--- config.mk ---
export PLATFORM = sky130hd
export DESIGN_NAME = mic_gain_level_meter
export DESIGN_NICKNAME = d
export VERILOG_FILES = /design/src/design/mglm_pkg.sv /design/src/design/mic_gain_level_meter.sv
export SDC_FILE = /design/constraint.sdc
export NUM_CORES = 2
export LEC_CHECK = 0
export BUFFER_PORTS_ARGS = -buffer_cell sky130_fd_sc_hd__buf_2
export CAP_MARGIN = 5
export CORE_MARGIN = 5
export CORE_UTILIZATION = 59
export CTS_BUF_LIST = sky130_fd_sc_hd__clkbuf_4
export CTS_CLUSTER_DIAMETER = 50
export DETAILED_ROUTE_END_ITERATION = 16
export GPL_TIMING_DRIVEN = 0
export PLACE_DENSITY = 0.85
export SLEW_MARGIN = 10
export SYNTH_ARGS = -nofsm -noshare
export SYNTH_HDL_FRONTEND = slang
export SYNTH_SLANG_ARGS = --single-unit
export TNS_END_PERCENT = 50
--- constraint.sdc ---
create_clock -name aclk -period 8.1 [get_ports aclk]
set_input_delay 1.215 -clock aclk [delete_from_list [all_inputs] [get_ports aclk]]
set_output_delay 1.215 -clock aclk [all_outputs]
set_load 0.005 [all_outputs]
--- src/design/mglm_pkg.sv ---
`timescale 1ns / 1ps
// Package for the microphone gain and level meter.
// Field widths, register indexes and reset values; no dependencies.
package mglm_pkg;

    localparam int SAMPLE_W      = 16;
    localparam int LEVEL_W       = 15;
    localparam int GAIN_W        = 16;
    localparam int DECAY_W       = 16;
    localparam int WFRAMES_W     = 8;
    localparam int COUNT_W       = 16;
    localparam int OUT_ENERGY_W  = 48;
    localparam int SQ_W          = 31;
    localparam int CFG_IDX_W     = 2;
    localparam int CFG_DATA_W    = 16;

    localparam int GAIN_FRAC_BITS_DEF = 8;
    localparam int ENERGY_BITS_DEF    = 48;

    // Register indexes of the write port
    localparam logic [CFG_IDX_W-1:0] CFG_GAIN          = 2'd0;
    localparam logic [CFG_IDX_W-1:0] CFG_LEVEL_DECAY   = 2'd1;
    localparam logic [CFG_IDX_W-1:0] CFG_WINDOW_FRAMES = 2'd2;

    localparam logic [GAIN_W-1:0]    GAIN_RESET    = 16'd256;
    localparam logic [DECAY_W-1:0]   DECAY_RESET   = 16'd62915;
    localparam logic [WFRAMES_W-1:0] WFRAMES_RESET = 8'd128;

    localparam logic [LEVEL_W-1:0]  LEVEL_MAX = 15'h7FFF;
    localparam logic [COUNT_W-1:0]  COUNT_MAX = 16'hFFFF;
    // Square reported for a full-scale negative sample
    localparam logic [SQ_W-1:0]     SQ_NEG_FULL = 31'h4000_0000;

endpackage

--- src/design/mic_gain_level_meter.sv ---
`timescale 1ns / 1ps
// Top level of the microphone gain and level meter.
// Depends on mglm_pkg.
//
// Applies a Q(16-GAIN_FRAC_BITS).GAIN_FRAC_BITS gain to each 16-bit sample with
// truncation toward zero and int16 clamping, tracks a per-frame peak that drives
// a fast-rise, exponential-decay level, and reports peak, saturating energy and
// saturating sample count once every window_frames frames. One result word is
// produced per input word. The block takes one word per clock unless a stalled
// output backs up the pipeline; each word passes through the four register
// stages (input register, gain multiply, square, accumulate and output
// register). Stages hold independently, so empty stages fill even while a
// result waits at the output. Configuration writes must be made while idle.
module mic_gain_level_meter #(
    parameter int GAIN_FRAC_BITS = mglm_pkg::GAIN_FRAC_BITS_DEF,
    parameter int ENERGY_BITS    = mglm_pkg::ENERGY_BITS_DEF
) (
    input  logic                                  aclk,
    input  logic                                  aresetn,
    input  logic                                  cfg_we,
    input  logic [mglm_pkg::CFG_IDX_W-1:0]        cfg_idx,
    input  logic [mglm_pkg::CFG_DATA_W-1:0]       cfg_wdata,
    input  logic                                  s_valid,
    output logic                                  s_ready,
    input  logic signed [mglm_pkg::SAMPLE_W-1:0]  s_sample,
    input  logic                                  s_frame_last,
    output logic                                  m_valid,
    input  logic                                  m_ready,
    output logic signed [mglm_pkg::SAMPLE_W-1:0]  m_scaled_sample,
    output logic [mglm_pkg::LEVEL_W-1:0]          m_level,
    output logic                                  m_window_done,
    output logic [mglm_pkg::LEVEL_W-1:0]          m_window_peak,
    output logic [mglm_pkg::OUT_ENERGY_W-1:0]     m_window_energy,
    output logic [mglm_pkg::COUNT_W-1:0]          m_window_samples
);
    import mglm_pkg::*;

    localparam int MAG_W  = SAMPLE_W + 1;
    localparam int PROD_W = MAG_W + GAIN_W;

    // Configuration registers
    logic [GAIN_W-1:0]    gain_reg;
    logic [DECAY_W-1:0]   decay_reg;
    logic [WFRAMES_W-1:0] wframes_reg;

    always_ff @(posedge aclk) begin
        if (!aresetn) begin
            gain_reg    <= GAIN_RESET;
            decay_reg   <= DECAY_RESET;
            wframes_reg <= WFRAMES_RESET;
        end else if (cfg_we) begin
            unique case (cfg_idx)
                CFG_GAIN:          gain_reg    <= cfg_wdata[GAIN_W-1:0];
                CFG_LEVEL_DECAY:   decay_reg   <= cfg_wdata[DECAY_W-1:0];
                CFG_WINDOW_FRAMES: wframes_reg <= cfg_wdata[WFRAMES_W-1:0];
                default: ;
            endcase
        end
    end

    // Stage valids and flow control
    logic v1_reg, v2_reg, v3_reg, vo_reg;
    logic rdy1, rdy2, rdy3, rdyo;

    assign rdyo    = !vo_reg || m_ready;
    assign rdy3    = !v3_reg || rdyo;
    assign rdy2    = !v2_reg || rdy3;
    assign rdy1    = !v1_reg || rdy2;
    assign s_ready = rdy1;

    logic ld1, ld2, ld3, ldo;
    assign ld1 = s_valid && rdy1;
    assign ld2 = v1_reg && rdy2;
    assign ld3 = v2_reg && rdy3;
    assign ldo = v3_reg && rdyo;

    always_ff @(posedge aclk) begin
        if (!aresetn) begin
            v1_reg <= 1'b0;
            v2_reg <= 1'b0;
            v3_reg <= 1'b0;
            vo_reg <= 1'b0;
        end else begin
            if (rdy1) v1_reg <= s_valid;
            if (rdy2) v2_reg <= v1_reg;
            if (rdy3) v3_reg <= v2_reg;
            if (rdyo) vo_reg <= v3_reg;
        end
    end

    // Stage 1: input register
    logic signed [SAMPLE_W-1:0] s1_sample_reg;
    logic                       s1_last_reg;

    always_ff @(posedge aclk) begin
        if (ld1) begin
            s1_sample_reg <= s_sample;
            s1_last_reg   <= s_frame_last;
        end
    end

    // Stage 2: gain multiply on magnitude, truncate, clamp
    logic              s1_neg;
    logic [MAG_W-1:0]  s1_mag;
    logic [PROD_W-1:0] s1_prod;
    logic [PROD_W-1:0] s1_shift;
    logic signed [SAMPLE_W-1:0] v_next;
    logic [LEVEL_W-1:0] av_next;
    logic               full_next;

    always_comb begin
        s1_neg   = s1_sample_reg[SAMPLE_W-1];
        s1_mag   = s1_neg ? (~{1'b1, s1_sample_reg} + MAG_W'(1))
                          : {1'b0, s1_sample_reg};
        s1_prod  = PROD_W'(s1_mag) * PROD_W'(gain_reg);
        s1_shift = s1_prod >> GAIN_FRAC_BITS;
        full_next = 1'b0;
        if (s1_neg) begin
            if (s1_shift >= PROD_W'(32768)) begin
                v_next    = {1'b1, {(SAMPLE_W-1){1'b0}}};
                av_next   = LEVEL_MAX;
                full_next = 1'b1;
            end else begin
                v_next  = -$signed(s1_shift[SAMPLE_W-1:0]);
                av_next = s1_shift[LEVEL_W-1:0];
            end
        end else begin
            if (s1_shift >= PROD_W'(32767)) begin
                v_next  = {1'b0, LEVEL_MAX};
                av_next = LEVEL_MAX;
            end else begin
                v_next  = $signed(s1_shift[SAMPLE_W-1:0]);
                av_next = s1_shift[LEVEL_W-1:0];
            end
        end
    end

    logic signed [SAMPLE_W-1:0] s2_v_reg;
    logic [LEVEL_W-1:0]         s2_av_reg;
    logic                       s2_full_reg;
    logic                       s2_last_reg;

    always_ff @(posedge aclk) begin
        if (ld2) begin
            s2_v_reg    <= v_next;
            s2_av_reg   <= av_next;
            s2_full_reg <= full_next;
            s2_last_reg <= s1_last_reg;
        end
    end

    // Stage 3: square
    logic [SQ_W-1:0] sq_next;
    assign sq_next = s2_full_reg ? SQ_NEG_FULL
                                 : SQ_W'(SQ_W'(s2_av_reg) * SQ_W'(s2_av_reg));

    logic signed [SAMPLE_W-1:0] s3_v_reg;
    logic [LEVEL_W-1:0]         s3_av_reg;
    logic [SQ_W-1:0]            s3_sq_reg;
    logic                       s3_last_reg;

    always_ff @(posedge aclk) begin
        if (ld3) begin
            s3_v_reg    <= s2_v_reg;
            s3_av_reg   <= s2_av_reg;
            s3_sq_reg   <= sq_next;
            s3_last_reg <= s2_last_reg;
        end
    end

    // Stage 4: accumulators, level and window bookkeeping
    logic [LEVEL_W-1:0]     fpeak_reg, fpeak_next;
    logic [LEVEL_W-1:0]     level_reg, level_next;
    logic [LEVEL_W-1:0]     wpeak_reg, wpeak_next;
    logic [ENERGY_BITS-1:0] energy_reg, energy_next;
    logic [COUNT_W-1:0]     count_reg, count_next;
    logic [WFRAMES_W-1:0]   fcount_reg, fcount_next;

    logic [LEVEL_W-1:0]     fpeak_upd, wpeak_upd;
    logic [ENERGY_BITS:0]   esum;
    logic [ENERGY_BITS-1:0] energy_upd;
    logic [COUNT_W-1:0]     count_upd;
    logic [LEVEL_W+DECAY_W-1:0] decay_prod;
    logic [WFRAMES_W-1:0]   fcount_inc;
    logic                   done;

    always_comb begin
        fpeak_upd  = (s3_av_reg > fpeak_reg) ? s3_av_reg : fpeak_reg;
        wpeak_upd  = (s3_av_reg > wpeak_reg) ? s3_av_reg : wpeak_reg;
        esum       = {1'b0, energy_reg} + {{(ENERGY_BITS+1-SQ_W){1'b0}}, s3_sq_reg};
        // saturate on carry out
        energy_upd = esum[ENERGY_BITS] ? {ENERGY_BITS{1'b1}} : esum[ENERGY_BITS-1:0];
        count_upd  = (count_reg == COUNT_MAX) ? count_reg : count_reg + COUNT_W'(1);
        decay_prod = (LEVEL_W+DECAY_W)'(level_reg) * (LEVEL_W+DECAY_W)'(decay_reg);
        fcount_inc = fcount_reg + WFRAMES_W'(1);

        fpeak_next  = fpeak_upd;
        wpeak_next  = wpeak_upd;
        energy_next = energy_upd;
        count_next  = count_upd;
        level_next  = level_reg;
        fcount_next = fcount_reg;
        done        = 1'b0;

        if (s3_last_reg) begin
            // fast rise to the frame peak, else decay
            level_next  = (fpeak_upd > level_reg) ? fpeak_upd
                                                  : decay_prod[LEVEL_W+DECAY_W-1:DECAY_W];
            fpeak_next  = '0;
            fcount_next = fcount_inc;
            if (fcount_inc >= wframes_reg) begin
                done        = 1'b1;
                fcount_next = '0;
                wpeak_next  = '0;
                energy_next = '0;
                count_next  = '0;
            end
        end
    end

    always_ff @(posedge aclk) begin
        if (!aresetn) begin
            fpeak_reg  <= '0;
            level_reg  <= '0;
            wpeak_reg  <= '0;
            energy_reg <= '0;
            count_reg  <= '0;
            fcount_reg <= '0;
        end else if (ldo) begin
            fpeak_reg  <= fpeak_next;
            level_reg  <= level_next;
            wpeak_reg  <= wpeak_next;
            energy_reg <= energy_next;
            count_reg  <= count_next;
            fcount_reg <= fcount_next;
        end
    end

    // Report the low bits of the energy sum, zero-extended when it is narrower
    logic [OUT_ENERGY_W-1:0] energy_rep;
    if (ENERGY_BITS >= OUT_ENERGY_W) begin : g_energy_trunc
        assign energy_rep = energy_upd[OUT_ENERGY_W-1:0];
    end else begin : g_energy_ext
        assign energy_rep = {{(OUT_ENERGY_W-ENERGY_BITS){1'b0}}, energy_upd};
    end

    // Output register
    logic signed [SAMPLE_W-1:0] o_scaled_reg;
    logic [LEVEL_W-1:0]         o_level_reg;
    logic                       o_done_reg;
    logic [LEVEL_W-1:0]         o_wpeak_reg;
    logic [OUT_ENERGY_W-1:0]    o_energy_reg;
    logic [COUNT_W-1:0]         o_count_reg;

    always_ff @(posedge aclk) begin
        if (ldo) begin
            o_scaled_reg <= s3_v_reg;
            o_level_reg  <= level_next;
            o_done_reg   <= done;
            o_wpeak_reg  <= done ? wpeak_upd : '0;
            o_energy_reg <= done ? energy_rep : '0;
            o_count_reg  <= done ? count_upd : '0;
        end
    end

    assign m_valid          = vo_reg;
    assign m_scaled_sample  = o_scaled_reg;
    assign m_level          = o_level_reg;
    assign m_window_done    = o_done_reg;
    assign m_window_peak    = o_wpeak_reg;
    assign m_window_energy  = o_energy_reg;
    assign m_window_samples = o_count_reg;

endmodule

==> impl_results.md <==
- Vias in the first global route: 33400
- Initial antenna violation count: 2
- # IOs: 153
- Worst-skew pair later-pin latency: 0.89 ns
- Worst Setup EP: s2_v_reg[5]
- Total wire length: 109000 um
- Post-Synthesis Cells: 4287
- Grt total ovfl: 0
- Tmin final: 9.06 ns
- Largest net degree at the start of global routing: 50
- # setup viols final: 33
- Startpoint Class: flip-flop
- Post-route setup TNS: -27.37 ns
- Worst-margin pin slew: 0.943 ns
- CTS Sinks: 384
- CTS Buf Count: 99
- IO buf count: 152
- Layout cells sized above 1: 11.6%
- FF-to-FF Start: s1_sample_reg[4]
- Top post-synthesis cells by area: fa_1 26%, edfxtp_1 16%, ha_1 11%
- Post-DRT Antenna Nets: 0
- Synth-to-Final Area Change: 11.6%
- Post-synth ARST share: 0%
- TritonCTS clock tree: built
- Placer congestion estimate: 0.971
- Max H-tree Level: 3
- Yosys top cell by area: fa_1
- Slew Viols, Final: 0
- Static Leak: 21.5 nW
- Hold crit path type: reg2reg
- Reg clk slew, reported paths: 0.09 ns
- Post-DR wirelength/cell: 19.4 um
- DP HPWL: 83600 um
- Reg2reg path depth: 30
- Initial drt markers: 2796
- Worst rel slew slack: 36.7%
- Overall power: 0.00946 W
- Capturing point of the worst reg2reg path: s2_v_reg[5]
- Top FF cell, synth: edfxtp_1
- First-pass GRT wire length: 171000 um
- CTS root buffer: clkbuf_4
- Unrepaired setup endpoints after global routing: true
- Synth warn: 0
- CP Capture Type: flip-flop
- Most used routing layer: met2
- Number of synthesized flops with an enable pin: 223
- Final hold vios: 0
- Core ar.: 0.0685 sq mm
- Worst Clk Skew: 0.101 ns
- Starting Density: 59.5%
- Final Instance Area: 0.0455 sq mm
- Crit share post-route: 112%
- CTS Buffer Depth: 3
- Fmax: 110 MHz
- Height of the chip: 273 um
- VDD IR-drop max: 328 uV
- Syn Area/Cell: 9.50 sq um
- Worst EP required: 8.68 ns
- Gr usage total: 28.8%
- Crit path max-delay cell type: fa_1
- Post-Synth Simple-Gate Area: 16.4%
- Arrival @ worst endpoint: 9.64 ns
- Mapped Area: 0.0407 sq mm
- Vias: 32600
- Pwr dens: 208 mW/mm^2
- Biggest cell delay along the critical path: 0.54 ns
- Post-synthesis compound-gate area fraction: 10.0%
- Largest family of logic cells by synthesized area: adder cells
- WS Path Type: reg2reg
- Worst Path Max Fanout: 7
- Final net count: 5563
- Failing checks: negative setup slack
- Post-DP Area: 0.0429 sq mm
- Area fraction of the dominant cell type after synthesis: 25.8%
- Mux share of post-synthesis cell area: 1.47%
- Max-Cap Viols: 0
- DR pass1 iterations: 6
- FF-to-FF setup slack: -0.96 ns
- Rows: 96
- #FFs+latches synth: 384
- Most used cell along the critical path: fa_1
- Vias per inst: 5.84
- Drt drc: 0
- Die ar.: 0.0744 sq mm
- Routing usage on met3: 5.14%
- Final core occ: 66.4%
- Post-route setup slack: -0.963 ns
- Run status: finished with violations
- Yosys cell types: 86
- Worst setup startpoint: s1_sample_reg[4]
- Seq/Total Area, Yosys: 24.4%
- Adder-Cell Fraction of Synth Area: 37.3%
- Met2 usage: 48.3%
- Die width: 273 um
- GR Util met1: 35.8%
- Post-synthesis xor/xnor area fraction: 2.77%
==> worst min-delay path by stage <==
stage | from | end | slack, ns | depth (start not counted)
2_1_floorplan | s3_v_reg[0] | m_scaled_sample[0] | 0.40 | 0
3_3_place_gp | s3_v_reg[5] | m_scaled_sample[5] | 0.41 | 0
3_5_place_dp | s2_last_reg | s3_last_reg | 0.40 | 0
4_1_cts | s2_last_reg | s3_last_reg | 0.41 | 0
5_1_grt | s2_last_reg | s3_last_reg | 0.41 | 0
6_report | s2_last_reg | s3_last_reg | 0.41 | 0
==> per-layer routing <==
metal	routed length [um]	vias up
met5	0	-
met2	52400	1555
li1	-	14700
met1	40400	16000
met4	6410	0
met3	9350	431
==> critical path: cells and delay by family (launching register included) <==
kind            cells  cell delay [ns]
fa+ha+maj           7             3.23
simple gates        9             2.68
compound gates      5             1.42
buf+inv             7             0.56
flops               1             0.46
xor+xnor            2             0.44
==> Yosys cell counts (7+ instances only) <==
| library cell | number |
|---|---|
| inv_1 | 641 |
| fa_1 | 524 |
| nand2_1 | 505 |
| ha_1 | 374 |
| and2_1 | 297 |
| nor2_1 | 224 |
| edfxtp_1 | 223 |
| clkbuf_1 | 170 |
| a21oi_1 | 167 |
| dfxtp_1 | 161 |
| o21ai_0 | 116 |
| xnor2_1 | 83 |
| nor2b_1 | 82 |
| nand3_1 | 71 |
| a21o_1 | 62 |
| mux2i_1 | 52 |
| xor2_1 | 46 |
| a21boi_0 | 45 |
| nor3_1 | 40 |
| o21a_1 | 37 |
| nand2b_1 | 30 |
| a22o_1 | 25 |
| nand4_1 | 25 |
| and3_1 | 20 |
| a31oi_1 | 18 |
| o22ai_1 | 17 |
| o21bai_1 | 13 |
| a211oi_1 | 12 |
| nor3b_1 | 12 |
| o211ai_1 | 12 |
| nand3b_1 | 11 |
| o31ai_1 | 11 |
| nor4_1 | 10 |
| or3_1 | 10 |
| o211a_1 | 9 |
| o21ai_1 | 9 |
| a22oi_1 | 8 |
| and4_1 | 8 |
| or2_2 | 8 |
| mux2_2 | 7 |
==> kinds of logic after synthesis <==
family          count (synthesis)
xor+xnor                      129
other cells                     2
compound gates                622
simple gates                 1369
flops                         384
buf+inv                       824
mux                            59
fa+ha+maj                     898
==> power breakdown <==
| group | internal [W] | switching, W | leakage, nW | total (W) |
|---|---|---|---|---|
| clock network | 0.000947 | 0.000876 | 0.803 | 0.00182 |
| registers | 0.00222 | 0.0000841 | 3.46 | 0.00231 |
| logic | 0.00222 | 0.00310 | 17.2 | 0.00533 |
| total | 0.00539 | 0.00407 | 21.5 | 0.00946 |
==> cell type report <==
cell class              instances  area, sq um
plain buffers                 173          763
clock inverters                48          369
clock buffers                 134         1010
fillers                      5159        23000
multi-input cells            3093        28400
diodes                          2         5.00
inverters                     643         2410
repair buffers                231         1490
flip-flops and latches        384         9920
well taps                     882         1100
==> metrics by stage <==
stage	worst slack [ns]	hold slack (ns)	cells
2_1_floorplan	-0.405	0.400	4301
3_3_place_gp	-1.61	0.405	5335
3_5_place_dp	-1.66	0.405	5340
4_1_cts	-0.745	0.407	5552
5_1_grt	-1.15	0.412	5589
6_report	-0.963	0.414	5590
==> placed cells by master (no fill, tap or decap), types with 28 or more instances in the layout <==
cell and instances:
clkbuf_1 144, dfxtp_1 161, xor2_1 43, nor3_1 40, inv_1 632, fa_1 515, nor2b_1 81, clkbuf_4 136
o21a_1 37, xnor2_1 73, ha_1 361, a21boi_0 44, nand2_1 499, edfxtp_1 223, and2_1 292, nand3_1 69
buf_2 154, o21ai_0 109, mux2i_1 51, a21o_1 62, buf_4 64, nor2_1 221, a21oi_1 161, clkinv_1 28
==> repair_timing <==
action	CTS	global route
gates resized for setup	85	75
endpoints found under the setup margin	33	39
pin swaps	15	47
setup buffers	35	39
hold buffers	0	0
gates cloned	1	0
No activity file was read; power rests on OpenSTA's default activity.
